[src/rtl/hbm_pkg.sv]
// Shared types, codes and constants of the HRTF binaural mixer.
// Used by every module of the block and by its port checker.
`default_nettype none

package hbm_pkg;

  localparam int TAP_DEPTH   = 128;
  localparam int PADDR_W     = 5;
  localparam int APB_DW      = 32;
  localparam int IN_TDATA_W  = 104;
  localparam int OUT_TDATA_W = 72;
  localparam int ACC_W       = 40;

  localparam logic [16:0] GAIN_ONE = 17'd65536;

  localparam logic [2:0] OP_LOAD_NEW  = 3'd0;
  localparam logic [2:0] OP_LOAD_OLD  = 3'd1;
  localparam logic [2:0] OP_START     = 3'd2;
  localparam logic [2:0] OP_MIX       = 3'd3;
  localparam logic [2:0] OP_MIX_BLEND = 3'd4;

  localparam logic [2:0] REG_IR_LENGTH       = 3'd0;
  localparam logic [2:0] REG_NEW_DELAY_LEFT  = 3'd1;
  localparam logic [2:0] REG_NEW_DELAY_RIGHT = 3'd2;
  localparam logic [2:0] REG_NEW_GAIN_STEP   = 3'd3;
  localparam logic [2:0] REG_OLD_DELAY_LEFT  = 3'd4;
  localparam logic [2:0] REG_OLD_DELAY_RIGHT = 3'd5;
  localparam logic [2:0] REG_OLD_GAIN_STEP   = 3'd6;

  typedef struct packed {
    logic [7:0]         ir_length;
    logic [5:0]         new_delay_left;
    logic [5:0]         new_delay_right;
    logic signed [17:0] new_gain_step;
    logic [5:0]         old_delay_left;
    logic [5:0]         old_delay_right;
    logic signed [16:0] old_gain_step;
  } cfg_t;

  typedef struct packed {
    logic [16:0]        gain_after;
    logic signed [23:0] right_out;
    logic signed [23:0] left_out;
  } res_t;

  function automatic logic [16:0] gain_clamp(input logic [16:0] g);
    return (g > GAIN_ONE) ? GAIN_ONE : g;
  endfunction

  function automatic logic [16:0] gain_ramp(input logic [16:0] g,
                                            input logic signed [17:0] step);
    logic signed [18:0] s;
    s = $signed({2'b00, g}) + $signed({step[17], step});
    if (s < 19'sd0) begin
      return 17'd0;
    end else if (s > 19'sd65536) begin
      return GAIN_ONE;
    end
    return s[16:0];
  endfunction

endpackage

`default_nettype wire

[src/rtl/hbm_regs.sv]
// APB configuration registers of the HRTF binaural mixer.
// Depends on hbm_pkg for the register indexes and the cfg_t bundle.
`default_nettype none

module hbm_regs (
  input  logic                        clk,
  input  logic                        rst,
  input  logic                        psel,
  input  logic                        penable,
  input  logic                        pwrite,
  input  logic [hbm_pkg::PADDR_W-1:0] paddr,
  input  logic [hbm_pkg::APB_DW-1:0]  pwdata,
  output logic [hbm_pkg::APB_DW-1:0]  prdata,
  output logic                        pready,
  output hbm_pkg::cfg_t               cfg
);

  logic [2:0] reg_idx;

  assign pready  = 1'b1;
  assign reg_idx = paddr[4:2];

  always_ff @(posedge clk) begin
    if (rst) begin
      cfg.ir_length       <= 8'd32;
      cfg.new_delay_left  <= '0;
      cfg.new_delay_right <= '0;
      cfg.new_gain_step   <= '0;
      cfg.old_delay_left  <= '0;
      cfg.old_delay_right <= '0;
      cfg.old_gain_step   <= '0;
    end else if (psel && penable && pwrite && pready) begin
      case (reg_idx)
        hbm_pkg::REG_IR_LENGTH:       cfg.ir_length       <= pwdata[7:0];
        hbm_pkg::REG_NEW_DELAY_LEFT:  cfg.new_delay_left  <= pwdata[5:0];
        hbm_pkg::REG_NEW_DELAY_RIGHT: cfg.new_delay_right <= pwdata[5:0];
        hbm_pkg::REG_NEW_GAIN_STEP:   cfg.new_gain_step   <= $signed(pwdata[17:0]);
        hbm_pkg::REG_OLD_DELAY_LEFT:  cfg.old_delay_left  <= pwdata[5:0];
        hbm_pkg::REG_OLD_DELAY_RIGHT: cfg.old_delay_right <= pwdata[5:0];
        hbm_pkg::REG_OLD_GAIN_STEP:   cfg.old_gain_step   <= $signed(pwdata[16:0]);
        default: ;
      endcase
    end
  end

  always_comb begin
    case (reg_idx)
      hbm_pkg::REG_IR_LENGTH:       prdata = {24'd0, cfg.ir_length};
      hbm_pkg::REG_NEW_DELAY_LEFT:  prdata = {26'd0, cfg.new_delay_left};
      hbm_pkg::REG_NEW_DELAY_RIGHT: prdata = {26'd0, cfg.new_delay_right};
      hbm_pkg::REG_NEW_GAIN_STEP:   prdata = {14'd0, cfg.new_gain_step};
      hbm_pkg::REG_OLD_DELAY_LEFT:  prdata = {26'd0, cfg.old_delay_left};
      hbm_pkg::REG_OLD_DELAY_RIGHT: prdata = {26'd0, cfg.old_delay_right};
      hbm_pkg::REG_OLD_GAIN_STEP:   prdata = {15'd0, cfg.old_gain_step};
      default:                      prdata = '0;
    endcase
  end

endmodule

`default_nettype wire

[config.mk]
export PLATFORM = sky130hd
export DESIGN_NAME = hbm_regs
export DESIGN_NICKNAME = d
export VERILOG_FILES = /design/src/rtl/hbm_pkg.sv /design/src/rtl/hbm_regs.sv
export SDC_FILE = /design/constraint.sdc
export NUM_CORES = 1
export LEC_CHECK = 0
export BUFFER_PORTS_ARGS = -buffer_cell sky130_fd_sc_hd__buf_2
export CAP_MARGIN = 20
export CORE_AREA = 2 2 90 84
export DETAILED_ROUTE_END_ITERATION = 12
export DIE_AREA = 0 0 92 86
export MAX_ROUTING_LAYER = met4
export PLACE_DENSITY = 0.82
export RECOVER_POWER = 50
export SYNTH_ARGS = -nofsm -noshare
export SYNTH_HDL_FRONTEND = slang
export SYNTH_SLANG_ARGS = --single-unit
[constraint.sdc]
create_clock -name clk -period 4.4 [get_ports clk]
set_input_delay 0.88 -clock clk [delete_from_list [all_inputs] [get_ports clk]]
set_output_delay 0.88 -clock clk [all_outputs]
set_load 0.05 [all_outputs]
# == Yosys cells after proc, flatten, opt, wreduce, memory -nomap -nowiden ==
# Cells that the tools add are included.
# word_totals
ff_bits,67
latch_bits,0
mem_bits_rw,0
romBits,0
inputBits,42
out_inout_bits,100
memories,0
# classes
addsub,0
multipliers,0
div,0
magnitude_cmp,0
eq_ne,6
n_shift,0
n_mux,1
n_bitwise,0
reduce_logical,10
# op_table
cell,count
$pmux W18 S7,1
$reduce_and A2 Y1,7
$eq A3 B3 Y1 const B,3
$eq A3 B2 Y1 const B,2
$eq A3 B1 Y1 const B,1
$logic_not A3 Y1,1
$logic_and A1 B1 Y1,2

# == Depth between registers and ports, before layout ==
# Gate-level depths: netlist of run 1.
# depth
depth_word,3
ltp_mapped,6
mapped_depth_nobuf,3

# == Worst setup path before layout of run 1 ==
# No wires, ideal clock.
# synth_path
path_kind,input to output
start,in paddr[3] in the netlist's numbering
end,out prdata[2] in the netlist's numbering
arrival_ns,2.604
required_ns,3.520
path_slack_ns,0.916
path_stages,5
path_cell_list,buf_4 -> buf_2 -> and2b_1 -> a221oi_1 -> o21ai_0
# synth_between
elab_chain_cells,2
# synth_lines
element,line,source
"start, declared",hbm_regs.sv:11,"input logic [hbm_pkg::PADDR_W-1:0] paddr,"
"$eq A3 B3 Y1, or another cell as far along",hbm_regs.sv:47,case (reg_idx)
$pmux W18 S7 (*),hbm_regs.sv:47,
"end, declared",hbm_regs.sv:13,"output logic [hbm_pkg::APB_DW-1:0] prdata,"
# Every way passes the cells marked *; elsewhere a longest branch is shown, timed or not.

# == Worst setup path in the final report of run 1 ==
# layout_path
start,in paddr[3] in the netlist's numbering
end,out prdata[5] in the netlist's numbering
# The elaborated chain is that of the path after synthesis.

==> metrics.md, run 1 <==
| Metric | Value |
|---|---|
| Chip width | `slightly above 90 um` |
| Most frequent cells in the layout | `85 x nand2b_1, 68 x mux2i_1, 67 x dfxtp_1` |
| Final hold vios | `0` |
| Post-Synthesis Cells | `335` |
| Mean Syn Cell Area | `10.1 um2` |
| Synth warn | `0` |
| Nets | `474` |
| Crit end category | `primary output` |
| Antenna-violating nets left | `0` |
| Routability cong. | `0.779` |
| Setup CP Type | `in -> out` |
| Fill count | `660` |
| Largest regs | `cfg (67)` |
| Yosys cell types | `29` |
| Top-area cell type share of the netlist area | `0.396` |
| Number of global-route vias before repair | `2629` |
| Outcome | `finished clean` |
| Final Cycle Share | `0.862` |
| First-pass GRT wire length | `13200 um` |
| Drt pass-1 iters | `4` |
| I/O Buffers | `110` |
| R2R Setup Slk | `about 3700 ps` |
| Starting Density | `0.491` |
| Placed cells | `around 510` |
| Die area | `7910 um2` |
| Critical Path RT | `3520 ps` |
| GRT Residual Overflow | `0` |
| Bufs on Longest Clock Path | `2` |
| Critical Path, Cell by Cell | `clkbuf_1, mux2_2, a221oi_1, o21ai_0, buf_2` |
| Post-DP HPWL | `5780 um` |
| Largest net degree at the start of global routing | `87` |
| CP startpoint | `paddr[3]` |
| DR WL/cell | `~16 um` |
| Residual DRC | `0` |
| Commonest non-fill, non-tap cell in the layout | `nand2b_1` |
| Reg2Reg Depth | `2` |
| Slowest stage delay, CP | `~960 ps` |
| Synthesis-stage register bit count | `67` |
| Setup TNS | `0 ps` |
| Crit-path max FO | `29` |
| Area delta synth->final | `18.9%` |
| Clk Latency, worst-skew pair | `330 ps` |
| Largest reg by FF count | `cfg` |
| Setup crit start kind | `primary input` |
| Maximum capacitance violations | `0` |
| Critical path's slowest cell | `clkbuf_1` |
| Diodes inserted | `0` |
| Peak supply drop | `165 uV` |
| Post-CTS sizing | `0` |
| Slew headroom | `0.101` |
| Layout Cells excl Fill | `530` |
| Iteration-0 DRC count of the detailed router | `106` |
| Final WL | `8370 um` |
| Ratio of cells with drive above 1 in the final layout | `0.181` |
| RSZ-0062 raised after global routing | `false` |
| Cts bufs inserted | `9` |
| CTS tree | `built` |
| Die H | `86 um` |
| Setup-failing EPs final | `0` |
| End point of the critical path | `prdata[5]` |
| Core region area | `6890 um2` |
| Leak pwr | `1.83 nW` |
| Via count | `2723` |
| Seq/Total Area, Yosys | `0.396` |
| Drt via density | `5.14` |
| Initial antenna violation count | `0` |
| Final Skew | `0 ps` |
| Cell taking the most area after synthesis | `dfxtp_1` |
| PD cells | `about 330 nW/um2` |
| Area contributors post-synth | `dfxtp_1 40%, mux2i_1 20%, nand2b_1 16%, buf_4 4.0%, a22oi_1 3.1%` |
| Min cycle time layout | `approximately 3800 ps` |
| Hold Crit Class | `reg -> reg` |
| Global router's overall resource usage | `0.219` |
| Max Clock Freq | `between 200 and 300 MHz` |
| Row cnt | `29` |
| Reg2reg start | `cfg[66]$_SDFFE_PP0P_` |
| Fin. max-slew vios | `0` |
| Worst-path clk slew | `80 ps` |
| H-tree Lvls | `3` |
| Setup Fix Bufs, Post-CTS | `0` |
| Sink Count | `67` |
| Synth Cell Area | `3390 um2` |
| Worst slew pin tran | `1350 ps` |
| Number of flip-flops in the largest register | `67` |
| Root Buffer | `clkbuf_8` |
| Worst Path Arrival | `2910 ps` |
| I/O pins | `roughly 140` |
| Reg-to-reg endpoint | `cfg[66]$_SDFFE_PP0P_` |
| CTS hold repair buffers | `0` |
[power by group]
| part | total (mW) | switching (mW) | internal [mW] |
|---|---|---|---|
| Clock | 0.575 | 0.226 | 0.349 |
| Sequential | 0.614 | 0.00372 | 0.611 |
| Combinational | 0.138 | 0.0979 | 0.0402 |
| Total | 1.33 | 0.327 | 1.00 |
[per-layer routing]
layer | vias up | part of all wire | global-route usage
met5 | - | 0 | -
met4 | 0 | 0.013 | 0.0787
met3 | 12 | 0.048 | 0.0343
met2 | 86 | 0.49 | 0.367
met1 | 1315 | 0.45 | 0.270
li1 | 1310 | - | -
[cells in the mapped netlist]
cell type	number
a221oi_1	4
a22oi_1	14
a32oi_1	2
and2_1	2
and2b_1	2
and3b_1	1
and4b_1	1
buf_2	7
buf_4	18
buf_6	4
clkbuf_1	10
conb_1	2
dfxtp_1	67
inv_1	2
mux2_2	6
mux2i_1	68
mux4_2	4
nand2_1	4
nand2_2	1
nand2b_1	85
nand3_1	2
nand3_2	2
nand4_1	1
nor2_1	4
nor2b_1	12
nor3b_1	1
o21ai_0	7
o2bb2ai_1	1
or3_1	1
[how the worst min path moves through the flow]
stage	start	cells past startpoint	end
after floorplan	cfg[46]$_SDFFE_PP0P_	2	cfg[46]$_SDFFE_PP0P_
after global placement	cfg[46]$_SDFFE_PP0P_	2	cfg[46]$_SDFFE_PP0P_
after detailed placement	cfg[30]$_SDFFE_PP0P_	2	cfg[30]$_SDFFE_PP0P_
after CTS	cfg[41]$_SDFFE_PP0P_	2	cfg[41]$_SDFFE_PP0P_
after global routing	cfg[30]$_SDFFE_PP0P_	2	cfg[30]$_SDFFE_PP0P_
final	cfg[31]$_SDFFE_PP0P_	2	cfg[31]$_SDFFE_PP0P_
[cell type report]
| cell class | count | area (um2) | share of cell area |
|---|---|---|---|
| multi-input combinational | 240 | 1830 | 0.455 |
| sequential | 67 | 1340 | 0.333 |
| timing repair buffer | 112 | 503 | 0.125 |
| clock buffer | 12 | 155 | 0.0385 |
| tap | 93 | 116 | 0.0289 |
| clock inverter | 4 | 72.6 | 0.0180 |
| inverter | 2 | 7.51 | 0.00186 |
[worst max-delay path: cells and delay by family]
| kind | cells | cell delay [ps] |
|---|---|---|
| AO/OA/AOI/OAI | 2 | 410 |
| multiplexers | 1 | 430 |
| buffers and inverters | 2 | 1180 |
[per-stage QoR]
step | hold WS (ps) | worst slack [ps] | util | area, um2 | power, mW
after floorplan | 700 | 916 | - | 3440 | 0.747
after global placement | 469 | 952 | 0.560 | 3860 | 0.764
after detailed placement | 479 | 854 | 0.560 | 3860 | 0.766
after CTS | 492 | 804 | 0.593 | 4090 | 1.34
after global routing | 507 | 414 | 0.584 | 4030 | 1.38
final | 489 | 607 | 0.584 | 4030 | 1.33
[cells by family (layout without fill, tap and decap cells)]
kind of cell | after synthesis | after routing | share of synthesized area
AND/OR/NAND/NOR | 119 | 119 | 0.218
flip-flops | 67 | 67 | 0.396
multiplexers | 78 | 78 | 0.247
other | 2 | 15 | 0.00222
AO/OA/AOI/OAI | 28 | 28 | 0.0595
buffers and inverters | 41 | 130 | 0.0768
Note: power is estimated with default switching activity, not from simulation.
==> run 2, diff against run 1 <==
--- a/config.mk
+++ b/config.mk
@@ -7,11 +7,13 @@
 export LEC_CHECK = 0
 export BUFFER_PORTS_ARGS = -buffer_cell sky130_fd_sc_hd__buf_2
 export CAP_MARGIN = 20
-export CORE_AREA = 2 2 90 84
+export CORE_AREA = 2 2 95 88
+export CTS_CLUSTER_DIAMETER = 50
 export DETAILED_ROUTE_END_ITERATION = 12
-export DIE_AREA = 0 0 92 86
+export DIE_AREA = 0 0 97 90
+export HOLD_SLACK_MARGIN = 0.02
 export MAX_ROUTING_LAYER = met4
-export PLACE_DENSITY = 0.82
+export PLACE_DENSITY = 0.75
 export RECOVER_POWER = 50
 export SYNTH_ARGS = -nofsm -noshare
 export SYNTH_HDL_FRONTEND = slang
==> metrics.md, run 2 (same netlist as run 1, synthesis figures left out) <==
| Metric | Value |
|---|---|
| Outcome | `finished clean (unchanged)` |
| RSZ-0062 raised after global routing | `false (unchanged)` |
| Hold Crit Class | `reg -> reg (unchanged)` |
| Worst path buffer plus inverter count | `2 (unchanged)` |
| Max Clock Freq | `266 MHz (was 264 MHz)` |
| Slowest stage delay, CP | `970 ps (was 960 ps)` |
| Commonest non-fill, non-tap cell in the layout | `nand2b_1 (unchanged)` |
| Final Skew | `0 ps (unchanged)` |
| Layout Cells excl Fill | `535 (was 530)` |
| Die H | `90 um (was 86 um)` |
| Crit-path leading delay family | `buffers and inverters (unchanged)` |
| Critical Path RT | `3520 ps (about the same)` |
| Die area | `8730 um2 (was 7910 um2)` |
| Worst-path clk slew | `70 ps (was 80 ps)` |
| Final Cycle Share | `0.854 (was 0.862)` |
| H-tree Lvls | `3 (unchanged)` |
| Via count | `2702 (was 2723)` |
| Routability cong. | `0.774 (was 0.779)` |
| Root Buffer | `clkbuf_8 (unchanged)` |
| DR top layer | `met4 (unchanged)` |
| Core region area | `7800 um2 (was 6890 um2)` |
| Nets | `474 (unchanged)` |
| Sequential Area | `1340 um2 (unchanged)` |
| Ratio of cells with drive above 1 in the final layout | `0.158 (was 0.181)` |
| Residual DRC | `0 (unchanged)` |
| Initial antenna violation count | `0 (unchanged)` |
| Area of the multi-input gates | `1830 um2 (unchanged)` |
| Leak pwr | `1.78 nW (was 1.83 nW)` |
| Crit-path max FO | `29 (unchanged)` |
| Post-DP HPWL | `5640 um (was 5780 um)` |
| R2R Setup Slk | `3740 ps (was 3700 ps)` |
| Row cnt | `31 (was 29)` |
| Post-CTS sizing | `0 (unchanged)` |
| Final hold vios | `0 (unchanged)` |
| Global router's overall resource usage | `0.193 (was 0.219)` |
| Cts bufs inserted | `9 (unchanged)` |
| Largest reg by FF count | `cfg (unchanged)` |
| Setup CP Type | `in -> out (unchanged)` |
| Maximum capacitance violations | `0 (unchanged)` |
| Setup TNS | `0 ps (unchanged)` |
| Number of flip-flops in the largest register | `67 (unchanged)` |
| Starting Density | `0.435 (was 0.491)` |
| Layout Utilization | `0.511 (was 0.584)` |
| Peak supply drop | `163 uV (was 165 uV)` |
| Area delta synth->final | `17.5% (was 18.9%)` |
| Final hold slack | `491 ps (was 489 ps)` |
| Slew headroom | `0.0968 (was 0.101)` |
| Iteration-0 DRC count of the detailed router | `76 (was 106)` |
| Drt via density | `5.05 (was 5.14)` |
| Final WL | `8230 um (was 8370 um)` |
| Largest net degree at the start of global routing | `81 (was 87)` |
| Min cycle time layout | `3760 ps (was 3790 ps)` |
| Diodes inserted | `0 (unchanged)` |
| Antenna-violating nets left | `0 (unchanged)` |
| Final instance area | `3980 um2 (was 4030 um2)` |
| CTS tree | `built (unchanged)` |
| Metal3 WL | `364 um (was 398 um)` |
| Most frequent cells in the layout | `85 x nand2b_1, 70 x clkbuf_1, 68 x mux2i_1 (was 85 x nand2b_1, 68 x mux2i_1, 67 x dfxtp_1)` |
| Placed Area | `3880 um2 (was 3860 um2)` |
| Placed cells | `520 (was 513)` |
| I/O pins | `142 (unchanged)` |
| CTS hold repair buffers | `0 (unchanged)` |
| Number of global-route vias before repair | `2631 (was 2629)` |
| Setup Fix Bufs, Post-CTS | `0 (unchanged)` |
| Bufs on Longest Clock Path | `2 (unchanged)` |
| Worst slew pin tran | `1350 ps (about the same)` |
| Largest regs | `cfg (67) (unchanged)` |
| Fill count | `765 (was 660)` |
| Slack of the critical path | `641 ps (was 607 ps)` |
| Total power | `1.26 mW (was 1.33 mW)` |
| M1 wire length | `3760 um (was 3740 um)` |
| Fin. max-slew vios | `0 (unchanged)` |
| Sink Count | `67 (unchanged)` |
| Critical Path, Cell by Cell | `clkbuf_1, mux2_2, a221oi_1, o21ai_0, buf_2 (unchanged)` |
| Worst Path Arrival | `2880 ps (was 2910 ps)` |
| Drt pass-1 iters | `4 (unchanged)` |
| Setup-failing EPs final | `0 (unchanged)` |
| Critical path's slowest cell | `clkbuf_1 (unchanged)` |
| GRT Residual Overflow | `0 (unchanged)` |
| DR WL/cell | `15.4 um (was 15.8 um)` |
| Minimum setup slack after placement | `965 ps (was 854 ps)` |
| Clk Latency, worst-skew pair | `330 ps (about the same)` |
| Chip width | `97 um (was 92 um)` |
| Crit end category | `primary output (unchanged)` |
| First-pass GRT wire length | `13300 um (was 13200 um)` |
| Setup crit start kind | `primary input (unchanged)` |
| I/O Buffers | `110 (unchanged)` |
| PD cells | `317 nW/um2 (was 330 nW/um2)` |
| Met2 wire length | `4040 um (was 4130 um)` |
## run 2: layer usage
metal / track usage / vias to the layer above
met2: 0.315 / 81
met3: 0.0459 / 6
met1: 0.239 / 1311
met5: - / -
met4: 0.0552 / 0
li1: - / 1304
## run 2: layout make-up
cell class / count / area share
well taps: 99 / 0.0311
repair buffers: 112 / 0.121
flip-flops and latches: 67 / 0.337
clock inverters: 2 / 0.00880
clock buffers: 13 / 0.0399
inverters: 2 / 0.00189
multi-input cells: 240 / 0.461
## run 2: worst paths after layout
| path | depth (start not counted) | end | from |
|---|---|---|---|
| hold / removal | 2 | cfg[46]$_SDFFE_PP0P_ | cfg[46]$_SDFFE_PP0P_ |
| hold reg to reg | 2 | cfg[46]$_SDFFE_PP0P_ | cfg[46]$_SDFFE_PP0P_ |
| setup reg to reg | 2 | cfg[2]$_SDFFE_PP0P_ | cfg[2]$_SDFFE_PP0P_ |
| setup / recovery | 5 | prdata[2] | paddr[3] |
## run 2: where the power goes
group	switching [mW]	leakage [nW]	internal (mW)	total (mW)
Clock	0.222	0.0995	0.290	0.511
Sequential	0.00369	0.540	0.611	0.614
Combinational	0.0977	1.14	0.0393	0.137
Total	0.323	1.78	0.940	1.26
## run 2: worst register-to-register path, stage by stage, from the launching register on
cell	delay [ps]
dfxtp_1	380
nand2b_1	70
mux2i_1	130
==> run 3, diff against run 2 <==
==> constraint.sdc (replaced) <==
create_clock -name clk -period 4.4 [get_ports clk]
set_input_delay 0.66 -clock clk [delete_from_list [all_inputs] [get_ports clk]]
set_output_delay 0.66 -clock clk [all_outputs]
set_load 0.05 [all_outputs]
==> metrics.md, run 3 (same netlist as run 1, synthesis figures left out) <==
| Metric | Value |
|---|---|
| CTS tree | `built (unchanged)` |
| Worst slew pin tran | `1430 ps (was 1350 ps)` |
| Iteration-0 DRC count of the detailed router | `67 (was 76)` |
| GRT Residual Overflow | `0 (unchanged)` |
| Drt via density | `5.13 (was 5.05)` |
| Final hold vios | `0 (unchanged)` |
| Commonest non-fill, non-tap cell in the layout | `nand2b_1 (unchanged)` |
| Worst Path Arrival | `2720 ps (was 2880 ps)` |
| Crit-path max FO | `29 (unchanged)` |
| Diodes inserted | `0 (unchanged)` |
| Bufs on Longest Clock Path | `2 (unchanged)` |
| Initial antenna violation count | `0 (unchanged)` |
| Largest regs | `cfg (67) (unchanged)` |
| DR WL/cell | `15.7 um (was 15.4 um)` |
| Setup crit start kind | `primary input (unchanged)` |
| Die H | `90 um (unchanged)` |
| Crit end category | `primary output (unchanged)` |
| Setup CP Type | `in -> out (unchanged)` |
| Worst path buffer plus inverter count | `2 (unchanged)` |
| Sequential Power Share | `0.509 (was 0.487)` |
| Leak pwr | `1.77 nW (was 1.78 nW)` |
| Setup TNS | `0 ps (unchanged)` |
| I/O pins | `142 (unchanged)` |
| CTS hold repair buffers | `0 (unchanged)` |
| Critical Path RT | `3740 ps (was 3520 ps)` |
| Cts bufs inserted | `9 (unchanged)` |
| Critical path's slowest cell | `clkbuf_1 (unchanged)` |
| Reg2reg start | `cfg[58]$_SDFFE_PP0P_ (was cfg[2]$_SDFFE_PP0P_)` |
| Row cnt | `31 (unchanged)` |
| H-tree Lvls | `3 (unchanged)` |
| Fin. max-slew vios | `0 (unchanged)` |
| RSZ-0062 raised after global routing | `false (unchanged)` |
| Ratio of cells with drive above 1 in the final layout | `0.160 (was 0.158)` |
| First-pass GRT wire length | `13700 um (was 13300 um)` |
| Switch Pwr | `0.336 mW (was 0.323 mW)` |
| Area delta synth->final | `16.8% (was 17.5%)` |
| Gate power share | `0.114 (was 0.109)` |
| Core region area | `7800 um2 (unchanged)` |
| CP startpoint | `paddr[3] (unchanged)` |
| Reg2Reg Depth | `2 (unchanged)` |
| Post-DP HPWL | `5790 um (was 5640 um)` |
| Slack of the critical path | `1020 ps (was 641 ps)` |
| Setup Fix Bufs, Post-CTS | `0 (unchanged)` |
| Final Skew | `0 ps (unchanged)` |
| Max Clock Freq | `296 MHz (was 266 MHz)` |
| Residual DRC | `0 (unchanged)` |
| Worst-path clk slew | `70 ps (about the same)` |
| Global router's overall resource usage | `0.199 (was 0.193)` |
| Min-delay src | `cfg[46]$_SDFFE_PP0P_ (unchanged)` |
| Crit-path leading delay family | `buffers and inverters (unchanged)` |
| Via count | `2750 (was 2702)` |
| Starting Density | `0.435 (unchanged)` |
| Post-CTS sizing | `0 (unchanged)` |
| I/O Buffers | `110 (unchanged)` |
| Final Cycle Share | `0.769 (was 0.854)` |
| Final WL | `8400 um (was 8230 um)` |
| Routability cong. | `0.773 (was 0.774)` |
| Largest reg by FF count | `cfg (unchanged)` |
| Layout Utilization | `0.508 (was 0.511)` |
| Minimum setup slack after placement | `1360 ps (was 965 ps)` |
| Min cycle time layout | `3380 ps (was 3760 ps)` |
| Clock power share | `0.377 (was 0.405)` |
| Largest net degree at the start of global routing | `76 (was 81)` |
| PD cells | `305 nW/um2 (was 317 nW/um2)` |
| Nets | `474 (unchanged)` |
| Critical Path, Cell by Cell | `clkbuf_1, mux2_2, a221oi_1, o21ai_0, buf_2 (unchanged)` |
| Maximum capacitance violations | `0 (unchanged)` |
| Sink Count | `67 (unchanged)` |
| Chip width | `97 um (unchanged)` |
| Number of global-route vias before repair | `2698 (was 2631)` |
| Drt pass-1 iters | `5 (was 4)` |
| Int Pwr | `0.869 mW (was 0.940 mW)` |
| WP depth | `5 (unchanged)` |
| Antenna-violating nets left | `0 (unchanged)` |
| Slowest stage delay, CP | `1010 ps (was 970 ps)` |
| Clk Latency, worst-skew pair | `330 ps (about the same)` |
| Most frequent cells in the layout | `85 x nand2b_1, 70 x clkbuf_1, 68 x mux2i_1 (unchanged)` |
| Outcome | `finished clean (unchanged)` |
| Root Buffer | `clkbuf_8 (unchanged)` |
| Die area | `8730 um2 (unchanged)` |
| Peak supply drop | `145 uV (was 163 uV)` |
| Number of flip-flops in the largest register | `67 (unchanged)` |
| Hold Path Depth | `2 (unchanged)` |
| Setup-failing EPs final | `0 (unchanged)` |
| Fraction of power spent switching nets | `0.279 (was 0.256)` |
| Hold Crit Class | `reg -> reg (unchanged)` |
| Slew headroom | `0.0460 (was 0.0968)` |
==> run 3: cell types whose count changed in the layout (fill, tap and decap cells not counted), sizes merged <==
| cell | before | now |
|---|---|---|
| bufinv | 1 | 0 |
| clkbuf | 81 | 80 |
| clkinvlp | 0 | 1 |
| clkinv | 1 | 3 |
==> run 3: through the flow <==
step	power, mW	hold WS (ps)	cell area (um2)	std cells
floorplan	0.747	700	3440	348
global placement	0.765	465	3880	520
detailed placement	0.767	478	3880	520
CTS	1.22	488	4050	536
global route	1.26	509	3960	536
finish	1.21	487	3960	536
==> run 3: metal layers <==
metal,global-route usage,vias to the layer above,share of wire
li1,-,1310,-
met1,0.245,1341,0.44
met2,0.326,92,0.50
met3,0.0358,7,0.051
met4,0.0763,0,0.0098
met5,-,-,0
==> run 3: worst reg2reg max path, stage by stage, from the launching register on <==
cell	delay, ps
dfxtp_1	390
nand2b_1	90
mux2i_1	130
==> run 3: final timing paths <==
path | slack, ps | to
worst max-delay path | 1020 | prdata[2]
worst min-delay path | 490 | cfg[46]$_SDFFE_PP0P_
worst max register to register | 3730 | cfg[58]$_SDFFE_PP0P_
worst min register to register | 490 | cfg[46]$_SDFFE_PP0P_
==> run 3: cell type report <==
type / count / area [um2]
sequential: 67 / 1340
clock inverter: 4 / 26.3
tap: 99 / 124
fill: 768 / 3840
multi-input combinational: 240 / 1830
clock buffer: 12 / 145
inverter: 2 / 7.51
timing repair buffer: 112 / 480
==> run 3: power groups by stage <==
stage | clock network [mW] | registers (mW) | logic [mW]
detailed placement | 0 | 0.628 | 0.139
finish | 0.454 | 0.614 | 0.137
global route | 0.495 | 0.615 | 0.147
CTS | 0.464 | 0.614 | 0.139
global placement | 0 | 0.628 | 0.137
floorplan | 0 | 0.643 | 0.104
